`src/hw/rtl/vms_pkg.sv`:
```
package vms_pkg;

   // command codes carried in the op field
   typedef enum logic [2:0] {
      OP_OPEN        = 3'd0,
      OP_CLOSE       = 3'd1,
      OP_STOP        = 3'd2,
      OP_SAFETY      = 3'd3,
      OP_UPDATE      = 3'd4,
      OP_CLEAR_FAULT = 3'd5,
      OP_RESET_CYCLE = 3'd6
   } vms_op_type;

   // controller mode
   typedef enum logic [2:0] {
      MODE_IDLE     = 3'd0,
      MODE_OPENING  = 3'd1,
      MODE_CLOSING  = 3'd2,
      MODE_STOPPING = 3'd3,
      MODE_FAULT    = 3'd4
   } vms_mode_type;

   // motion direction
   typedef enum logic [1:0] {
      DIR_NONE  = 2'd0,
      DIR_OPEN  = 2'd1,
      DIR_CLOSE = 2'd2
   } vms_dir_type;

   // result status
   typedef enum logic [1:0] {
      ST_OK      = 2'd0,
      ST_INVALID = 2'd1,
      ST_DRIVER  = 2'd2
   } vms_status_type;

   // driver action bits
   localparam logic [3:0] ACT_SAFE  = 4'b0001;
   localparam logic [3:0] ACT_STOP  = 4'b0010;
   localparam logic [3:0] ACT_OPEN  = 4'b0100;
   localparam logic [3:0] ACT_CLOSE = 4'b1000;

   localparam logic [6:0] DUTY_MAX = 7'd100;

   // register port: byte address, register index in bit 2
   localparam int   CSR_ADDR_W   = 3;
   localparam logic CSR_IDX_DUTY = 1'b0;

   typedef struct packed {
      logic [2:0]  op;
      logic [31:0] now_time_ms;
      logic        allow_start;
      logic        allow_run;
      logic        want_stop;
      logic        want_close;
      logic        fault_in;
      logic        hal_ok;
   } vms_req_type;

   typedef struct packed {
      vms_mode_type mode;
      vms_dir_type  dir;
      logic         running;
      logic         block;
      logic [31:0]  runtime;
      logic [31:0]  count;
      vms_dir_type  lastcmd;
      logic [31:0]  stamp;
   } vms_state_type;

   typedef struct packed {
      vms_state_type  s;
      logic [3:0]     acts;
      logic [6:0]     duty;
      vms_status_type status;
   } vms_work_type;

   typedef struct packed {
      vms_status_type status_code;
      vms_mode_type   ctrl_state;
      vms_dir_type    motion_dir;
      logic           motor_on;
      logic           blocked;
      logic [31:0]    run_time_ms;
      logic [31:0]    ops_done;
      vms_dir_type    last_dir;
      logic [3:0]     driver_actions;
      logic [6:0]     drive_duty;
   } vms_rsp_type;

endpackage

```
`src/hw/rtl/valve_motor_supervisor.sv`:
```
// Valve motor supervisor. Each accepted item is one command (open, close, stop,
// apply safety, time update, clear fault, reset cycle) and yields exactly one
// result carrying the status, the new controller state, the driver actions
// issued and the duty handed over with a start. One item is taken every clock
// cycle while the result channel does not stall; a result passes the input
// register, then the command engine's state update into the result register.
// The user must write the duty register at byte address 0 over the APB port
// only while no command is in flight; the block itself does not enforce this.
// Values above 100 are issued as 100.
module valve_motor_supervisor (
   input  logic                           clock,
   input  logic                           reset,
   // command channel
   input  logic                           req_valid,
   output logic                           req_stall,
   input  logic [2:0]                     req_op,
   input  logic [31:0]                    req_now_time_ms,
   input  logic                           req_allow_start,
   input  logic                           req_allow_run,
   input  logic                           req_want_stop,
   input  logic                           req_want_close,
   input  logic                           req_fault_in,
   input  logic                           req_hal_ok,
   // result channel
   output logic                           rsp_valid,
   input  logic                           rsp_stall,
   output logic [1:0]                     rsp_status_code,
   output logic [2:0]                     rsp_ctrl_state,
   output logic [1:0]                     rsp_motion_dir,
   output logic                           rsp_motor_on,
   output logic                           rsp_blocked,
   output logic [31:0]                    rsp_run_time_ms,
   output logic [31:0]                    rsp_ops_done,
   output logic [1:0]                     rsp_last_dir,
   output logic [3:0]                     rsp_driver_actions,
   output logic [6:0]                     rsp_drive_duty,
   // register port
   input  logic                           psel,
   input  logic                           penable,
   input  logic                           pwrite,
   input  logic [vms_pkg::CSR_ADDR_W-1:0] paddr,
   input  logic [31:0]                    pwdata,
   output logic [31:0]                    prdata,
   output logic                           pready
);

   vms_pkg::vms_req_type req_item;
   vms_pkg::vms_req_type item;
   vms_pkg::vms_rsp_type result;
   vms_pkg::vms_rsp_type rsp_ff;
   logic                 rsp_valid_ff;
   logic                 rsp_valid_in;
   logic                 item_valid;
   logic                 out_ready;
   logic                 fire;
   logic [6:0]           duty_cfg;

   assign req_item.op          = req_op;
   assign req_item.now_time_ms = req_now_time_ms;
   assign req_item.allow_start = req_allow_start;
   assign req_item.allow_run   = req_allow_run;
   assign req_item.want_stop   = req_want_stop;
   assign req_item.want_close  = req_want_close;
   assign req_item.fault_in    = req_fault_in;
   assign req_item.hal_ok      = req_hal_ok;

   vms_csr u_csr (
      .clock    (clock),
      .reset    (reset),
      .psel     (psel),
      .penable  (penable),
      .pwrite   (pwrite),
      .paddr    (paddr),
      .pwdata   (pwdata),
      .prdata   (prdata),
      .pready   (pready),
      .duty_cfg (duty_cfg)
   );

   vms_in_reg u_in_reg (
      .clock      (clock),
      .reset      (reset),
      .req_valid  (req_valid),
      .req_stall  (req_stall),
      .req_item   (req_item),
      .take       (out_ready),
      .item_valid (item_valid),
      .item       (item)
   );

   // result register frees when empty or its transfer completes
   assign out_ready = !rsp_valid_ff || !rsp_stall;
   assign fire      = item_valid && out_ready;

   vms_engine u_engine (
      .clock    (clock),
      .reset    (reset),
      .fire     (fire),
      .item     (item),
      .duty_cfg (duty_cfg),
      .result   (result)
   );

   // result register
   always_comb begin
      rsp_valid_in = rsp_valid_ff;
      if (out_ready) begin
         rsp_valid_in = fire;
      end
   end

   always_ff @(posedge clock) begin
      if (reset) begin
         rsp_valid_ff <= 1'b0;
      end else begin
         rsp_valid_ff <= rsp_valid_in;
      end
   end

   always_ff @(posedge clock) begin
      if (fire) begin
         rsp_ff <= result;
      end
   end

   assign rsp_valid          = rsp_valid_ff;
   assign rsp_status_code    = rsp_ff.status_code;
   assign rsp_ctrl_state     = rsp_ff.ctrl_state;
   assign rsp_motion_dir     = rsp_ff.motion_dir;
   assign rsp_motor_on       = rsp_ff.motor_on;
   assign rsp_blocked        = rsp_ff.blocked;
   assign rsp_run_time_ms    = rsp_ff.run_time_ms;
   assign rsp_ops_done       = rsp_ff.ops_done;
   assign rsp_last_dir       = rsp_ff.last_dir;
   assign rsp_driver_actions = rsp_ff.driver_actions;
   assign rsp_drive_duty     = rsp_ff.drive_duty;

`ifndef SYNTHESIS
   a_duty_only_on_start: assert property (@(posedge clock) disable iff (reset)
      (rsp_valid_ff && rsp_ff.drive_duty != 7'd0) |->
         (rsp_ff.driver_actions[2] || rsp_ff.driver_actions[3]))
      else $error("duty reported without a start action");

   a_duty_in_range: assert property (@(posedge clock) disable iff (reset)
      rsp_valid_ff |-> (rsp_ff.drive_duty <= vms_pkg::DUTY_MAX))
      else $error("issued duty above full scale");

   a_no_drop: assert property (@(posedge clock) disable iff (reset)
      (item_valid && !fire) |=> item_valid)
      else $error("pending command lost while result stage busy");
`endif

endmodule

```
`src/hw/rtl/vms_csr.sv`:
```
module vms_csr (
   input  logic                            clock,
   input  logic                            reset,
   input  logic                            psel,
   input  logic                            penable,
   input  logic                            pwrite,
   input  logic [vms_pkg::CSR_ADDR_W-1:0]  paddr,
   input  logic [31:0]                     pwdata,
   output logic [31:0]                     prdata,
   output logic                            pready,
   output logic [6:0]                      duty_cfg
);

   logic [6:0] duty_ff;
   logic [6:0] duty_in;
   logic       duty_sel;

   assign duty_sel = (paddr[2] == vms_pkg::CSR_IDX_DUTY);

   // duty register write on the access phase
   always_comb begin
      duty_in = duty_ff;
      if (psel && penable && pwrite && duty_sel) begin
         duty_in = pwdata[6:0];
      end
   end

   always_ff @(posedge clock) begin
      if (reset) begin
         duty_ff <= '0;
      end else begin
         duty_ff <= duty_in;
      end
   end

   // read back
   assign prdata   = duty_sel ? {25'd0, duty_ff} : 32'd0;
   assign pready   = 1'b1;
   assign duty_cfg = duty_ff;

endmodule

```
`src/hw/rtl/vms_in_reg.sv`:
```
module vms_in_reg (
   input  logic                 clock,
   input  logic                 reset,
   input  logic                 req_valid,
   output logic                 req_stall,
   input  vms_pkg::vms_req_type req_item,
   input  logic                 take,
   output logic                 item_valid,
   output vms_pkg::vms_req_type item
);

   logic                 valid_ff;
   logic                 valid_in;
   vms_pkg::vms_req_type item_ff;

   // hold the item while the engine cannot take it
   assign req_stall = valid_ff && !take;

   always_comb begin
      valid_in = valid_ff;
      if (!req_stall) begin
         valid_in = req_valid;
      end
   end

   always_ff @(posedge clock) begin
      if (reset) begin
         valid_ff <= 1'b0;
      end else begin
         valid_ff <= valid_in;
      end
   end

   // payload capture on transfer
   always_ff @(posedge clock) begin
      if (req_valid && !req_stall) begin
         item_ff <= req_item;
      end
   end

   assign item_valid = valid_ff;
   assign item       = item_ff;

endmodule

```
`src/hw/rtl/vms_engine.sv`:
```
module vms_engine (
   input  logic                 clock,
   input  logic                 reset,
   input  logic                 fire,
   input  vms_pkg::vms_req_type item,
   input  logic [6:0]           duty_cfg,
   output vms_pkg::vms_rsp_type result
);

   vms_pkg::vms_state_type state_ff;
   vms_pkg::vms_state_type state_in;
   vms_pkg::vms_work_type  work;
   logic [6:0]             duty_lim;
   logic                   halted;

   // release the active operation
   function automatic vms_pkg::vms_state_type drop_active(vms_pkg::vms_state_type s);
      vms_pkg::vms_state_type r;
      r         = s;
      r.running = 1'b0;
      r.dir     = vms_pkg::DIR_NONE;
      r.runtime = '0;
      r.stamp   = '0;
      return r;
   endfunction

   // stop command, also used by the safety path
   function automatic vms_pkg::vms_work_type stop_cmd(vms_pkg::vms_work_type w, logic ok);
      vms_pkg::vms_work_type r;
      r = w;
      if (!r.s.running) begin
         r.acts = r.acts | vms_pkg::ACT_SAFE;
         if (!ok) begin
            r.s.mode = vms_pkg::MODE_FAULT;
            r.status = vms_pkg::ST_DRIVER;
         end else begin
            if (r.s.mode != vms_pkg::MODE_FAULT) begin
               r.s.mode = vms_pkg::MODE_IDLE;
            end
            r.status = vms_pkg::ST_OK;
         end
      end else begin
         r.s.mode = vms_pkg::MODE_STOPPING;
         r.acts   = r.acts | vms_pkg::ACT_STOP;
         if (!ok) begin
            r.status = vms_pkg::ST_DRIVER;
         end else begin
            r.s       = drop_active(r.s);
            r.s.count = r.s.count + 32'd1;
            r.s.mode  = vms_pkg::MODE_IDLE;
            r.status  = vms_pkg::ST_OK;
         end
      end
      return r;
   endfunction

   // motor start in one direction
   function automatic vms_pkg::vms_work_type begin_motion(vms_pkg::vms_work_type w,
                                                          vms_pkg::vms_dir_type  dir,
                                                          logic [31:0]           now,
                                                          logic                  ok,
                                                          logic [6:0]            duty);
      vms_pkg::vms_work_type r;
      r      = w;
      r.acts = r.acts | ((dir == vms_pkg::DIR_OPEN) ? vms_pkg::ACT_OPEN : vms_pkg::ACT_CLOSE);
      r.duty = duty;
      if (!ok) begin
         r.status = vms_pkg::ST_DRIVER;
      end else begin
         r.s.dir     = dir;
         r.s.lastcmd = dir;
         r.s.running = 1'b1;
         r.s.runtime = '0;
         r.s.stamp   = now;
         r.s.mode    = (dir == vms_pkg::DIR_OPEN) ? vms_pkg::MODE_OPENING
                                                  : vms_pkg::MODE_CLOSING;
         r.status    = vms_pkg::ST_OK;
      end
      return r;
   endfunction

   assign duty_lim = (duty_cfg > vms_pkg::DUTY_MAX) ? vms_pkg::DUTY_MAX : duty_cfg;

   // next state: one command against the current state
   always_comb begin
      work.s      = state_ff;
      work.acts   = '0;
      work.duty   = '0;
      work.status = vms_pkg::ST_OK;
      halted      = 1'b0;
      unique case (vms_pkg::vms_op_type'(item.op)) inside
         vms_pkg::OP_OPEN, vms_pkg::OP_CLOSE: begin
            if (work.s.mode == vms_pkg::MODE_FAULT || work.s.block || work.s.running) begin
               work.status = vms_pkg::ST_INVALID;
            end else begin
               work = begin_motion(work,
                                   (item.op == vms_pkg::OP_OPEN) ? vms_pkg::DIR_OPEN
                                                                 : vms_pkg::DIR_CLOSE,
                                   item.now_time_ms, item.hal_ok, duty_lim);
            end
         end
         vms_pkg::OP_STOP: begin
            work = stop_cmd(work, item.hal_ok);
         end
         vms_pkg::OP_SAFETY: begin
            if (item.fault_in) begin
               work.s.block = 1'b1;
               work.acts    = work.acts | vms_pkg::ACT_SAFE;
               work.s.mode  = vms_pkg::MODE_FAULT;
               if (!item.hal_ok) begin
                  work.s.running = 1'b0;
                  work.s.dir     = vms_pkg::DIR_NONE;
                  work.status    = vms_pkg::ST_DRIVER;
               end else begin
                  work.s = drop_active(work.s);
               end
            end else begin
               // explicit stop request
               if (item.want_stop) begin
                  work = stop_cmd(work, item.hal_ok);
                  if (work.status != vms_pkg::ST_OK) begin
                     halted = 1'b1;
                  end
               end
               // loss of run permission
               if (!halted && !item.allow_run && work.s.running) begin
                  work = stop_cmd(work, item.hal_ok);
                  if (work.status != vms_pkg::ST_OK) begin
                     halted = 1'b1;
                  end
               end
               if (!halted) begin
                  // block latch follows start permission unless faulted
                  if (!item.allow_start) begin
                     work.s.block = 1'b1;
                  end else if (work.s.mode != vms_pkg::MODE_FAULT) begin
                     work.s.block = 1'b0;
                  end
                  // safety close bypasses the block latch
                  if (item.want_close) begin
                     if (work.s.mode == vms_pkg::MODE_FAULT || work.s.running ||
                         !item.allow_run) begin
                        work.status = vms_pkg::ST_INVALID;
                     end else begin
                        work = begin_motion(work, vms_pkg::DIR_CLOSE, item.now_time_ms,
                                            item.hal_ok, duty_lim);
                     end
                  end
               end
            end
         end
         vms_pkg::OP_UPDATE: begin
            if (work.s.running) begin
               work.s.runtime = item.now_time_ms - work.s.stamp;
            end
         end
         vms_pkg::OP_CLEAR_FAULT: begin
            if (work.s.mode != vms_pkg::MODE_FAULT) begin
               work.status = vms_pkg::ST_INVALID;
            end else begin
               work.acts = work.acts | vms_pkg::ACT_SAFE;
               if (!item.hal_ok) begin
                  work.status = vms_pkg::ST_DRIVER;
               end else begin
                  work.s       = drop_active(work.s);
                  work.s.mode  = vms_pkg::MODE_IDLE;
                  work.s.block = 1'b1;
               end
            end
         end
         vms_pkg::OP_RESET_CYCLE: begin
            if (work.s.running || work.s.mode == vms_pkg::MODE_FAULT) begin
               work.status = vms_pkg::ST_INVALID;
            end else begin
               work.s.runtime = '0;
               work.s.stamp   = '0;
            end
         end
         default: begin
            work.status = vms_pkg::ST_INVALID;
         end
      endcase
   end

   // state update on each processed item
   always_comb begin
      state_in = state_ff;
      if (fire) begin
         state_in = work.s;
      end
   end

   always_ff @(posedge clock) begin
      if (reset) begin
         state_ff.mode    <= vms_pkg::MODE_IDLE;
         state_ff.dir     <= vms_pkg::DIR_NONE;
         state_ff.running <= 1'b0;
         state_ff.block   <= 1'b0;
         state_ff.runtime <= '0;
         state_ff.count   <= '0;
         state_ff.lastcmd <= vms_pkg::DIR_NONE;
         state_ff.stamp   <= '0;
      end else begin
         state_ff <= state_in;
      end
   end

   // result fields from the updated state
   always_comb begin
      result.status_code    = work.status;
      result.ctrl_state     = work.s.mode;
      result.motion_dir     = work.s.dir;
      result.motor_on       = work.s.running;
      result.blocked        = work.s.block;
      result.run_time_ms    = work.s.runtime;
      result.ops_done       = work.s.count;
      result.last_dir       = work.s.lastcmd;
      result.driver_actions = work.acts;
      result.drive_duty     = work.duty;
   end

`ifndef SYNTHESIS
   a_run_has_dir: assert property (@(posedge clock) disable iff (reset)
      state_ff.running == (state_ff.dir != vms_pkg::DIR_NONE))
      else $error("running flag and direction disagree");

   a_run_mode: assert property (@(posedge clock) disable iff (reset)
      state_ff.running |-> (state_ff.mode == vms_pkg::MODE_OPENING ||
                            state_ff.mode == vms_pkg::MODE_CLOSING ||
                            state_ff.mode == vms_pkg::MODE_STOPPING))
      else $error("motor running outside an active mode");

   a_count_on_stop: assert property (@(posedge clock) disable iff (reset)
      (fire && work.s.count != state_ff.count) |-> work.acts[1])
      else $error("operation count moved without a stop action");
`endif

endmodule

```
`config.mk`:
```
export PLATFORM = sky130hd
export DESIGN_NAME = valve_motor_supervisor
export DESIGN_NICKNAME = d
export VERILOG_FILES = /design/src/hw/rtl/vms_pkg.sv /design/src/hw/rtl/valve_motor_supervisor.sv /design/src/hw/rtl/vms_csr.sv /design/src/hw/rtl/vms_in_reg.sv /design/src/hw/rtl/vms_engine.sv
export SDC_FILE = /design/constraint.sdc
export NUM_CORES = 1
export LEC_CHECK = 0
export BUFFER_PORTS_ARGS = -buffer_cell sky130_fd_sc_hd__buf_4
export CORE_ASPECT_RATIO = 0.8
export CORE_MARGIN = 2
export CORE_UTILIZATION = 58
export DETAILED_ROUTE_END_ITERATION = 8
export PLACE_DENSITY = 0.81
export SLEW_MARGIN = 20
export SYNTH_ARGS = -nofsm -noshare
export SYNTH_HDL_FRONTEND = slang
export SYNTH_SLANG_ARGS = --single-unit
export TNS_END_PERCENT = 5
```
`constraint.sdc`:
```
create_clock -name clock -period 5.5 [get_ports clock]
set_clock_uncertainty 0.05 [all_clocks]
set_input_delay 0.825 -clock clock [delete_from_list [all_inputs] [get_ports clock]]
set_output_delay 0.825 -clock clock [all_outputs]
set_load 0.03 [all_outputs]
```
After elaboration in Yosys (flattened, before gate mapping) --
Cells that the tools add are included.
Storage, ports and cells: register bits 241, word-level logic and storage cells 148, output and inout port bits 121
Operators by class: equal/unequal tests 18, bitwise gates (word level) 1, multiplexer cells 70, add/subtract/negate cells 3, reduce and logical (&&, ||, !) cells 26, order comparisons 1
Operators with widths (count):
- $mux 118 | 8
- $mux 116 | 2
- $mux 109 | 2
- $mux 104 | 2
- $mux 102 | 2
- $pmux 32 s6 | 1
- $mux 32 | 5
- $pmux 32 s5 | 1
- $pmux 34 s4 | 1
- $mux 105 | 1
- $mux 98 | 1
- $mux 34 | 2
- $add 32x1->32 const B | 2
- $sub 32x32->32 | 1
- $mux 2 | 15
- $pmux 7 s4 | 1
- $mux 7 | 3
- $mux 3 | 6
- $pmux 4 s4 | 1
- $eq 3x3->1 const B | 5
- $pmux 7 s2 | 1
- $mux 6 | 2
- $ne 3x3->1 const B | 4
- $pmux 2 s6 | 1
- 16 further kinds | 49

Logic depth before layout (Yosys ltp) --
Gate-level depths: netlist (run 1).
word-level depth 26, mapped depth 13, gate-level depth less buffers 13

Modules after synthesis --
Synthesis (run 1) repeated with hierarchy kept, for this count alone.
Unflattened totals: cells, all modules 1587, area, all modules 14342.5 um2
Modules (own cells, without submodules):
- vms_engine | area each 9853.2 um2, cells each 1385, instances 1
- valve_motor_supervisor | area each 2621.3 um2, cells each 91, instances 1
- vms_in_reg | area each 1281.2 um2, cells each 45, instances 1
- vms_csr | area each 586.8 um2, cells each 66, instances 1

Worst setup path after synthesis (run 1) --
Ideal clock, no wire load.
kind input port to flip-flop, start point in rsp_stall, end point reg rsp_ff (netlist bit rsp_blocked), enable pin, data required time 4967 ps, path slack 1119 ps, stages 5, arrival time 3847 ps, cell sequence nand2_1 > nand2_1 > inv_1 > clkbuf_1 > buf_1
Between the ends: cells in the longest elaborated chain, start to end 3
RTL lines:
- start, declared | RTL line valve_motor_supervisor.sv:26 | input logic rsp_stall,
- $logic_not 1->1 | RTL line valve_motor_supervisor.sv:92 | assign out_ready = !rsp_valid_ff || !rsp_stall;
- $logic_or 1x1->1 | RTL line valve_motor_supervisor.sv:92
- $logic_and 1x1->1 | RTL line valve_motor_supervisor.sv:93 | assign fire = item_valid && out_ready;
- via fire | RTL line valve_motor_supervisor.sv:55 | logic fire;
- end signal, assigned | RTL line valve_motor_supervisor.sv:122 | rsp_ff <= result;
- end, declared | RTL line valve_motor_supervisor.sv:50 | vms_pkg::vms_rsp_type rsp_ff;
The timed path passes the listed nets, and every way through them passes these cells. A chain may end at the register's enable or synchronous reset.

==> flow_metrics.py, run 1 <==
metrics = {
    "setup_path": {
        "crit_path_top_delay_cell": "dfxtp_1",
        "cp.required_ns": 5.70,
        "critPathCaptureType": "flop",
        "critPathMaxFanout": 24,
        "cpPeakStageDelay_ns": 0.82,
        "crit_chain": "nand4_1 > nor2_1 > nand3_2 > o41a_2 > a211oi_4 > nand2_2 > or3_1 > nand3_1 > o211ai_1",
        "worstPathArrival_ns": 4.47,
        "startpoint_type": "flop",
        "worstSetupPathType": "flop to flop",
    },
    "detailed_routing": {
        "wl_per_cell_um": 20.20,
        "dr.first_iter.drc_count": 1638,
        "dr.pass1.iters": 7,
        "drt_drc_violations_left": 0,
        "ant_nets": 0,
        "routed_via_density": 6.316,
        "finalWirelength_mm": 39.74,
        "vias": 12420,
    },
    "die": {
        "die_w_um": 177.5,
        "io_pins": 204,
        "die_area_sq_um": 25340,
        "start_util_pct": 59.35,
        "die_h_um": 142.8,
        "rows": 50,
        "core_sq_um": 23520,
    },
    "sta": {
        "setup_tns_ns": 0,
        "setup_viol": 0,
        "period_needed_ns": 4.274,
        "worstMarginPinSlew_ns": 1.119,
        "slew_headroom_pct": 25.14,
        "rsz0062_at_grt": "false",
        "final_max_slew_viol_count": 0,
        "post-route-period-util_pct": 77.72,
        "maxClockFrequency_mhz": 233.9,
        "hold_violations": 0,
    },
    "pwr": {
        "leakage_nw": 5.772,
        "power_frac_seq_pct": 47.6,
        "power.internal_mw": 3.093,
        "clockPowerShare_pct": 38.3,
        "power-per-cell-area_nw_per_um2": 268.5,
        "peakVddDrop_mv": 0.2130,
        "p_comb_share_pct": 14.1,
        "p_sw_share_pct": 27.12,
        "power.net_switching_mw": 1.151,
    },
    "synth": {
        "synth_top_area_share_pct": 27.32,
        "synth_common_cells": "nor2_1 (171), nand2_1 (160), edfxtp_1 (127)",
        "yosys_warnings": 0,
        "synth_edf_count": 127,
        "ys_seq_area_share_pct": 43.66,
        "ys_top_cells_by_area": "edfxtp_1 (27%), dfxtp_1 (16%), nor2_1 (4.6%), nand2_1 (4.3%), a21oi_1 (3.2%)",
        "yosysMostFrequentCell": "nor2_1",
        "yosys.area.top_type": "edfxtp_1",
        "async_flop_share_pct": 0,
        "synth_seq_cells": 241,
        "synth_area_sq_um": 13960,
        "synth_ff_type": "edfxtp_1",
        "synth_cell_types": 101,
        "postSynthCellCount": 1542,
        "syn_avg_cell_area_sq_um": 9.054,
    },
    "cts": {
        "root_buffer": "clkbuf_16",
        "cts_made_buffers": 25,
        "worstSkewPairLatency_ns": 0.53,
        "clockBufferDepth": 3,
        "clkTransAtPathRegs_ns": 0.06,
        "cts_tree": "built",
        "clock-sinks": 241,
        "cts_max_level": 1,
        "holdBufCountCts": 0,
        "cts_resized": 0,
        "post-cts-setup-buffer-count": 0,
    },
    "min_path": {
        "hold_class": "flop to flop",
    },
    "finish": {
        "final_cells": 1967,
        "syn_to_final_growth_pct": 13.21,
        "final_net_count": 1754,
        "drive_gt1_share_pct": 15.95,
        "insertedDiodeCount": 0,
    },
    "global_route": {
        "grt_first_pass_wirelength_mm": 62.04,
        "overflow": 0,
        "antenna_found_initial": 0,
        "track_usage_pct": 30.76,
        "grt_max_degree": 99,
        "grt_pass1_vias": 11530,
    },
    "placed_design": {
        "dp.cells": 1922,
        "port_buffers": 150,
        "dp_hpwl_mm": 27.29,
        "place.gp.congestion": 0.9715,
    },
    "job": {
        "maxCapViolCount": 0,
    },
    "run_status": {
        "status": "finished clean",
    },
}
## routing by layer
layer	vias to the layer above	wire length [um]	GRT usage [%]
met5	-	0	0
met4	0	1250	9.016
met3	95	3860	6.629
met2	658	17080	45.70
met1	5889	17540	44.97
li1	5781	-	-
## stage by stage
stage	worst slack [ns]	hold slack [ns]	utilization, %	instance area (sq um)	total power [mW]
6_report	1.226	0.4124	67.19	15810	4.244
2_1_floorplan	1.119	0.3817	-	14050	2.463
4_1_cts	1.327	0.4085	67.19	15810	4.251
3_3_place_gp	1.440	0.3917	63.87	15020	2.626
3_5_place_dp	1.335	0.4025	63.87	15020	2.642
5_1_grt	0.9908	0.4093	67.19	15810	4.386
## worst max-delay path: cells and delay by family (launching register included)
| kind | cells | cell delay (ns) |
|---|---|---|
| simple gates | 6 | 2.04 |
| flops | 1 | 0.82 |
| compound gates | 3 | 1.07 |
## layout by cell type, fill, tap and decap left out, types with 9 or more instances in the layout
cell type / count
nor3_1: 48
or3_1: 13
o21ai_0: 75
o211ai_1: 15
o21a_1: 13
o21ai_1: 9
nor4_1: 22
nand3_1: 35
nor2b_1: 15
xnor2_1: 49
o31ai_1: 10
nand4_1: 22
buf_4: 171
and3_1: 19
a22o_1: 19
xor2_1: 25
clkbuf_16: 25
a21oi_1: 89
nand2_1: 159
a211oi_1: 15
nand2b_1: 9
dfxtp_1: 114
conb_1: 26
o22ai_1: 11
a21o_1: 17
edfxtp_1: 127
a22oi_1: 38
mux2i_1: 15
nor2_1: 171
inv_1: 58
a31oi_1: 20
ha_1: 33
## kinds of logic (layout without fill, tap and decap cells)
group	count (synthesis)	after routing	synth area share, %
flops	241	241	43.66
fa+ha+maj	34	34	3.101
simple gates	577	577	20.50
other cells	2	26	0.05379
buf+inv	190	279	7.017
compound gates	406	406	19.67
mux	17	17	1.237
xor+xnor	75	75	4.759
## layout make-up
| type | count | area [sq um] |
|---|---|---|
| timing repair buffer | 172 | 1304 |
| clock buffer | 33 | 685.7 |
| sequential | 241 | 6096 |
| tap | 312 | 390.4 |
| multi-input combinational | 1135 | 6999 |
| clock inverter | 12 | 95.09 |
| inverter | 62 | 235.2 |
| fill | 1924 | 7717 |
## worst paths after layout
kind,from,slack (ns),depth (start not counted),end
min reg2reg,u_engine.state_ff[100]$_SDFFE_PP0P_,0.41,2,u_engine.state_ff[100]$_SDFFE_PP0P_
min,u_engine.state_ff[100]$_SDFFE_PP0P_,0.41,2,u_engine.state_ff[100]$_SDFFE_PP0P_
max reg2reg,u_engine.state_ff[99]$_SDFFE_PP0P_,1.23,9,rsp_ops_done[29]$_DFFE_PP_
max,u_engine.state_ff[99]$_SDFFE_PP0P_,1.23,9,rsp_ops_done[29]$_DFFE_PP_
## state kept, by name (all words and copies together), names as in the netlist
signal / count
rsp_ctrl_state: 3
rsp_valid: 1
rsp_drive_duty: 7
u_in_reg.item_valid: 1
rsp_motor_on: 1
rsp_ops_done: 32
rsp_run_time_ms: 32
rsp_blocked: 1
u_csr.duty_cfg: 7
rsp_motion_dir: 2
u_engine.state_ff: 105
u_in_reg.item: 41
rsp_status_code: 2
rsp_last_dir: 2
rsp_driver_actions: 4
## power by group through the flow
stage / sequential (mW) / combinational, mW / clock [mW]
3_3_place_gp: 2.06 / 0.570 / 0
4_1_cts: 2.02 / 0.587 / 1.64
6_report: 2.02 / 0.598 / 1.62
2_1_floorplan: 2.10 / 0.364 / 0
5_1_grt: 2.03 / 0.643 / 1.72
3_5_place_dp: 2.06 / 0.584 / 0
Note: power is estimated with default switching activity, not from simulation.
==> run 2, diff against run 1 <==
--- a/config.mk
+++ b/config.mk
@@ -8,9 +8,9 @@
 export BUFFER_PORTS_ARGS = -buffer_cell sky130_fd_sc_hd__buf_4
 export CORE_ASPECT_RATIO = 0.8
 export CORE_MARGIN = 2
-export CORE_UTILIZATION = 58
+export CORE_UTILIZATION = 53
 export DETAILED_ROUTE_END_ITERATION = 8
-export PLACE_DENSITY = 0.81
+export PLACE_DENSITY = 0.78
 export SLEW_MARGIN = 20
 export SYNTH_ARGS = -nofsm -noshare
 export SYNTH_HDL_FRONTEND = slang
==> constraint.sdc (replaced) <==
create_clock -name clock -period 3.9 [get_ports clock]
set_clock_uncertainty 0.05 [all_clocks]
set_input_delay 0.585 -clock clock [delete_from_list [all_inputs] [get_ports clock]]
set_output_delay 0.585 -clock clock [all_outputs]
set_load 0.03 [all_outputs]
==> run 2 against run 1 <==
Hold slack got worse by 0.24 ns. Fmax increased by 18%. Worst setup slack got worse by 0.94 ns. Die area increased by 9.2%. Largest cell class unchanged. First-iteration DRC count decreased by 20%. Sequential cell count unchanged. Non-clock buffer count increased by 33. Global-route usage decreased by 2.1 points. Utilization decreased by 5.1 points. Total power increased by 46%. Via count increased by 0.33%.
==> flow_metrics.py, run 2 (same netlist as run 1, synthesis figures left out) <==
metrics = {
    "finish": {
        "final_net_count": 1787,
        "final_cell_mix": "buf_4 (205), nor2_1 (171), nand2_1 (159)",
        "fill_cells": 2156,
        "syn_to_final_growth_pct": 15.88,
        "final_cells": 2045,
        "drive_gt1_share_pct": 17.54,
        "insertedDiodeCount": 0,
        "final_common_cell": "buf_4",
        "largest_reg_flops": 105,
        "fin_util_pct": 62.08,
        "regMostFlops": "u_engine.state_ff",
    },
    "cts": {
        "cts_tree": "built",
        "holdBufCountCts": 0,
        "cts_made_buffers": 25,
        "clkTransAtPathRegs_ns": 0.07,
        "worstSkewPairLatency_ns": 0.54,
        "clockBufferDepth": 3,
        "cts_resized": 0,
        "post-cts-setup-buffer-count": 0,
        "root_buffer": "clkbuf_16",
        "cts_max_level": 1,
        "clock-sinks": 241,
    },
    "detailed_routing": {
        "vias": 12460,
        "finalWirelength_mm": 39.86,
        "routed_via_density": 6.095,
        "dr.first_iter.drc_count": 1314,
        "ant_nets": 0,
        "dr.pass1.iters": 5,
        "drt_drc_violations_left": 0,
        "wl_per_cell_um": 19.49,
    },
    "global_route": {
        "track_usage_pct": 28.61,
        "grt_max_degree": 61,
        "overflow": 0,
        "grt_pass1_vias": 11720,
        "grtUsageMet1_pct": 41.51,
        "busiest_layer": "met2",
        "use_met2_pct": 42.26,
        "grt_first_pass_wirelength_mm": 62.55,
        "met3_usage_pct": 6.128,
        "antenna_found_initial": 0,
    },
    "die": {
        "rows": 53,
        "core_sq_um": 26060,
        "die_area_sq_um": 27660,
        "die_w_um": 185.5,
        "die_h_um": 149.2,
        "start_util_pct": 53.57,
        "io_pins": 204,
    },
    "setup_path": {
        "r2r_slack_ns": 0.29,
        "crit_path_top_delay_cell": "nor4_1",
        "critPathCaptureType": "flop",
        "crit_chain": "ha_1 > nand4_1 > buf_4 > nor4_1 > nand2_1 > nor3_1 > xnor2_1 > a211o_2 > nor3_2 > mux2i_1 > o21ai_1",
        "r2r_start": "u_engine.state_ff[34]$_SDFFE_PP0P_",
        "cp.required_ns": 4.11,
        "worstSetupPathType": "flop to flop",
        "critPathMaxFanout": 10,
        "cpPeakStageDelay_ns": 0.58,
        "startpoint_type": "flop",
        "worstPathArrival_ns": 3.82,
        "crit_start": "u_engine.state_ff[34]$_SDFFE_PP0P_",
    },
    "pwr": {
        "power-per-cell-area_nw_per_um2": 382.8,
        "leakage_nw": 5.970,
        "total_power_mw": 6.193,
        "peakVddDrop_mv": 0.4073,
    },
    "placed_design": {
        "place.gp.congestion": 0.9751,
        "pre_cts_slack_ns": 0.3794,
        "dp_hpwl_mm": 28.10,
        "port_buffers": 150,
        "dp.cells": 2000,
    },
    "sta": {
        "rsz0062_at_grt": "false",
        "period_needed_ns": 3.611,
        "worstMarginPinSlew_ns": 0.7417,
        "slew_headroom_pct": 50.09,
        "post-route-period-util_pct": 92.59,
        "hold_violations": 0,
        "final_max_slew_viol_count": 0,
        "setup_tns_ns": 0,
        "setup_viol": 0,
        "maxClockFrequency_mhz": 276.9,
        "setup_ws_ns": 0.2891,
    },
    "min_path": {
        "min_from": "req_now_time_ms[19]",
        "hold_class": "primary input to flop",
    },
    "run_status": {
        "status": "finished clean",
    },
    "job": {
        "maxCapViolCount": 0,
    },
}
## run 2: cell count changes in the layout (fill, tap and decap cells not counted), moves of 4 or more
cell / change
clkinv_1: +4
buf_4: +34
clkinv_2: -5
clkbuf_1: -4
## run 2: cell type report
type                            instances  area [sq um]  share of cell area, %
Multi-Input combinational cell       1135          6997                  43.25
Sequential cell                       241          6096                  37.68
Timing Repair Buffer                  205          1539                  9.513
Clock buffer                           29         693.2                  4.285
Tap cell                              357         446.7                  2.761
Inverter                               62         235.2                  1.454
Clock inverter                         16         171.4                  1.060
## run 2: critical path: cells and delay by family (launching register included)
family | cells | cell delay [ns]
and+or+nand+nor | 5 | 1.55
AOI/OAI and AO/OA | 2 | 0.45
DFF | 1 | 0.34
muxes | 1 | 0.33
buffers and inverters | 1 | 0.25
adders and majority gates | 1 | 0.22
xor gates and xnor gates | 1 | 0.16
## run 2: layer usage
| layer | vias to the layer above | wire length, um |
|---|---|---|
| met2 | 610 | 16990 |
| met4 | 0 | 1171 |
| met5 | - | 0 |
| li1 | 5837 | - |
| met3 | 77 | 3770 |
| met1 | 5940 | 17920 |
## run 2: power breakdown
group / leakage (nW) / internal, mW / switching, mW
Combinational: 3.40 / 0.285 / 0.568
Clock: 0.425 / 1.48 / 1.02
Sequential: 2.15 / 2.78 / 0.0644
## run 2: path summary, 6_finish.rpt
path / endpoint / depth (start not counted)
hold / removal: u_in_reg.item[25]$_DFFE_PP_ / 1
setup / recovery: rsp_ops_done[31]$_DFFE_PP_ / 11
hold reg to reg: u_engine.state_ff[89]$_SDFFE_PP0P_ / 2
setup reg to reg: rsp_ops_done[31]$_DFFE_PP_ / 11
## run 2: stage by stage
stage	hold WS [ns]	instance area, sq um
2_1_floorplan	0.3817	14060
3_3_place_gp	0.3916	15310
3_5_place_dp	0.3971	15310
4_1_cts	0.1522	16180
5_1_grt	0.1575	16180
6_report	0.1722	16180
==> run 3, diff against run 2 <==
--- a/config.mk
+++ b/config.mk
@@ -8,9 +8,10 @@
 export BUFFER_PORTS_ARGS = -buffer_cell sky130_fd_sc_hd__buf_4
 export CORE_ASPECT_RATIO = 0.8
 export CORE_MARGIN = 2
-export CORE_UTILIZATION = 53
+export CORE_UTILIZATION = 54
+export CTS_BUF_LIST = sky130_fd_sc_hd__clkbuf_2
 export DETAILED_ROUTE_END_ITERATION = 8
-export PLACE_DENSITY = 0.78
+export PLACE_DENSITY = 0.79
 export SLEW_MARGIN = 20
 export SYNTH_ARGS = -nofsm -noshare
 export SYNTH_HDL_FRONTEND = slang
==> run 3 against run 2 <==
Design area increased by 1.3%. Worst setup slack improved by 0.010 ns. Global-route usage grew 2.1 points. Clock-buffer cell count up 58. Combinational power up 6.6%. Final cell count rose by 4.1%. Non-clock buffer count is 52 higher. Largest power group unchanged. First-iteration DRC count is 3.0% higher. Clock power fell by 28%. Largest cell class unchanged.
==> flow_metrics.py, run 3 (same netlist as run 1, synthesis figures left out) <==
metrics = {
    "setup_path": {
        "cpPeakStageDelay_ns": 0.40,
        "cp.required_ns": 4.51,
        "worstSetupPathType": "flop to flop",
        "cp_common_cell": "buf_4",
        "r2r_slack_ns": 0.30,
        "critPathCaptureType": "flop",
        "worstPathArrival_ns": 4.22,
        "crit_chain": "ha_1 > nand4_1 > buf_4 > nor4_1 > o211a_1 > o21ai_0 > nor4_4 > buf_4 > nand2_2 > nor3_2 > mux2i_1 > o21ai_1",
        "critPathMaxFanout": 7,
        "path_buf_inv": 2,
        "worstRegToRegCells": 12,
        "startpoint_type": "flop",
        "crit_start": "u_engine.state_ff[34]$_SDFFE_PP0P_",
        "crit_path_top_delay_cell": "dfxtp_1",
        "r2r_start": "u_engine.state_ff[34]$_SDFFE_PP0P_",
        "regToRegEndpoint": "rsp_ops_done[31]$_DFFE_PP_",
        "path_delay_family": "simple AND/OR/NAND/NOR gates",
    },
    "min_path": {
        "min_path_cells": 2,
        "whs_endpoint": "u_engine.state_ff[28]$_SDFFE_PP0P_",
        "min_from": "reset",
        "hold_class": "primary input to flop",
    },
    "placed_design": {
        "dp_hpwl_mm": 28.58,
        "placed_cell_area_sq_um": 15300,
        "port_buffers": 150,
        "place.gp.congestion": 0.9414,
        "pre_cts_slack_ns": 0.4050,
    },
    "global_route": {
        "grt_first_pass_wirelength_mm": 65.82,
        "grt_pass1_vias": 12190,
        "antenna_found_initial": 1,
        "overflow": 0,
        "track_usage_pct": 30.70,
        "grt_max_degree": 98,
    },
    "cts": {
        "cts_max_level": 2,
        "post-cts-setup-buffer-count": 0,
        "clkTransAtPathRegs_ns": 0.12,
        "cts_resized": 0,
        "worstSkewPairLatency_ns": 0.94,
        "root_buffer": "clkbuf_2",
        "cts_tree": "built",
        "clockBufferDepth": 3,
        "cts_made_buffers": 58,
        "clock-sinks": 241,
    },
    "sta": {
        "hold_ws_ns": 0.3020,
        "worstMarginPinSlew_ns": 1.117,
        "maxClockFrequency_mhz": 277.7,
        "post-route-period-util_pct": 92.32,
        "setup_ws_ns": 0.2994,
        "setup_viol": 0,
        "slew_headroom_pct": 25.50,
        "period_needed_ns": 3.601,
        "rsz0062_at_grt": "false",
        "hold_violations": 0,
        "final_max_slew_viol_count": 0,
        "setup_tns_ns": 0,
    },
    "die": {
        "die_w_um": 183.8,
        "die_h_um": 147.8,
        "io_pins": 204,
        "die_area_sq_um": 27160,
        "core_sq_um": 25370,
        "rows": 52,
        "start_util_pct": 55.02,
    },
    "detailed_routing": {
        "wl_per_cell_um": 19.88,
        "drt_drc_violations_left": 0,
        "ant_nets": 0,
        "dr.first_iter.drc_count": 1354,
        "dr.pass1.iters": 7,
        "finalWirelength_mm": 42.33,
        "vias": 12980,
        "routed_via_density": 6.097,
    },
    "finish": {
        "final_cell_mix": "buf_4 (206), nor2_1 (171), nand2_1 (159)",
        "syn_to_final_growth_pct": 17.36,
        "final_net_count": 1872,
        "fill_cells": 2095,
        "largest_reg_flops": 105,
        "stdcell_area_sq_um": 16380,
        "regMostFlops": "u_engine.state_ff",
        "drive_gt1_share_pct": 19.51,
        "final_common_cell": "buf_4",
    },
    "run_status": {
        "status": "finished clean",
    },
    "pwr": {
        "power_frac_seq_pct": 51.2,
        "p_comb_share_pct": 16.4,
        "clockPowerShare_pct": 32.5,
        "p_sw_share_pct": 30.98,
        "power-per-cell-area_nw_per_um2": 338.6,
        "power.internal_mw": 3.829,
        "leakage_nw": 6.194,
        "total_power_mw": 5.549,
        "power.net_switching_mw": 1.719,
        "peakVddDrop_mv": 0.2414,
    },
    "job": {
        "maxCapViolCount": 0,
    },
}
run 3: changes by cell type in the layout (fill, tap and decap cells not counted), moves of 2 or more:
cell / delta
clkinv_4: -2
clkbuf_16: -27
dlygate4sd3_1: +50
clkinv_1: +11
clkbuf_2: +87
run 3: per-stage QoR:
step / util (%) / instances
finish: 64.57 / 2129
global route: 64.57 / 2129
CTS: 64.56 / 2128
detailed placement: 60.30 / 1969
global placement: 60.30 / 1969
floorplan: - / 1566
run 3: worst max-delay path by stage:
stage / endpoint / slack (ns) / depth (start not counted)
2_1_floorplan: rsp_blocked$_DFFE_PP_ / 0.06 / 5
3_3_place_gp: rsp_ops_done[31]$_DFFE_PP_ / 0.45 / 9
3_5_place_dp: rsp_ops_done[31]$_DFFE_PP_ / 0.40 / 9
4_1_cts: rsp_ops_done[31]$_DFFE_PP_ / 0.39 / 9
5_1_grt: rsp_ops_done[31]$_DFFE_PP_ / 0.11 / 12
6_report: rsp_ops_done[31]$_DFFE_PP_ / 0.30 / 12
run 3: power groups by stage:
stage / registers (mW) / logic, mW / clock network, mW
3_5_place_dp: 2.89 / 0.846 / 0
3_3_place_gp: 2.89 / 0.830 / 0
2_1_floorplan: 2.96 / 0.514 / 0
5_1_grt: 2.85 / 0.973 / 1.95
4_1_cts: 2.84 / 0.891 / 1.83
6_report: 2.84 / 0.909 / 1.80
run 3: area by class of cell:
cell class,count,area [sq um],area share (%)
well taps,324,405.4,2.474
flip-flops and latches,241,6096,37.20
repair buffers,257,2067,12.62
inverters,62,235.2,1.436
multi-input cells,1135,6997,42.70
clock inverters,22,146.4,0.8935
diodes,1,2.502,0.01527
clock buffers,87,435.4,2.657
run 3: routing by layer:
metal,vias up,share of wire [%],global-route usage [%]
met3,80,10,7.145
li1,6059,-,-
met1,6163,43,43.71
met5,-,0,0
met2,678,44,46.23
met4,0,2.4,10.00
run 3: timing repair:
| item | 4_1_cts | 5_1_grt |
|---|---|---|
| endpoints found under the setup margin | 0 | 0 |
| endpoints found under the hold margin | 50 | 0 |
| hold buffers | 50 | 0 |
run 3: worst reg2reg max path, cell delays in order (launching register included):
cell and delay, ns:
dfxtp_1 0.40, ha_1 0.24, nand4_1 0.33, buf_4 0.29, nor4_1 0.17, o211a_1 0.24
o21ai_0 0.26, nor4_4 0.34, buf_4 0.22, nand2_2 0.08, nor3_2 0.31, mux2i_1 0.27
o21ai_1 0.12
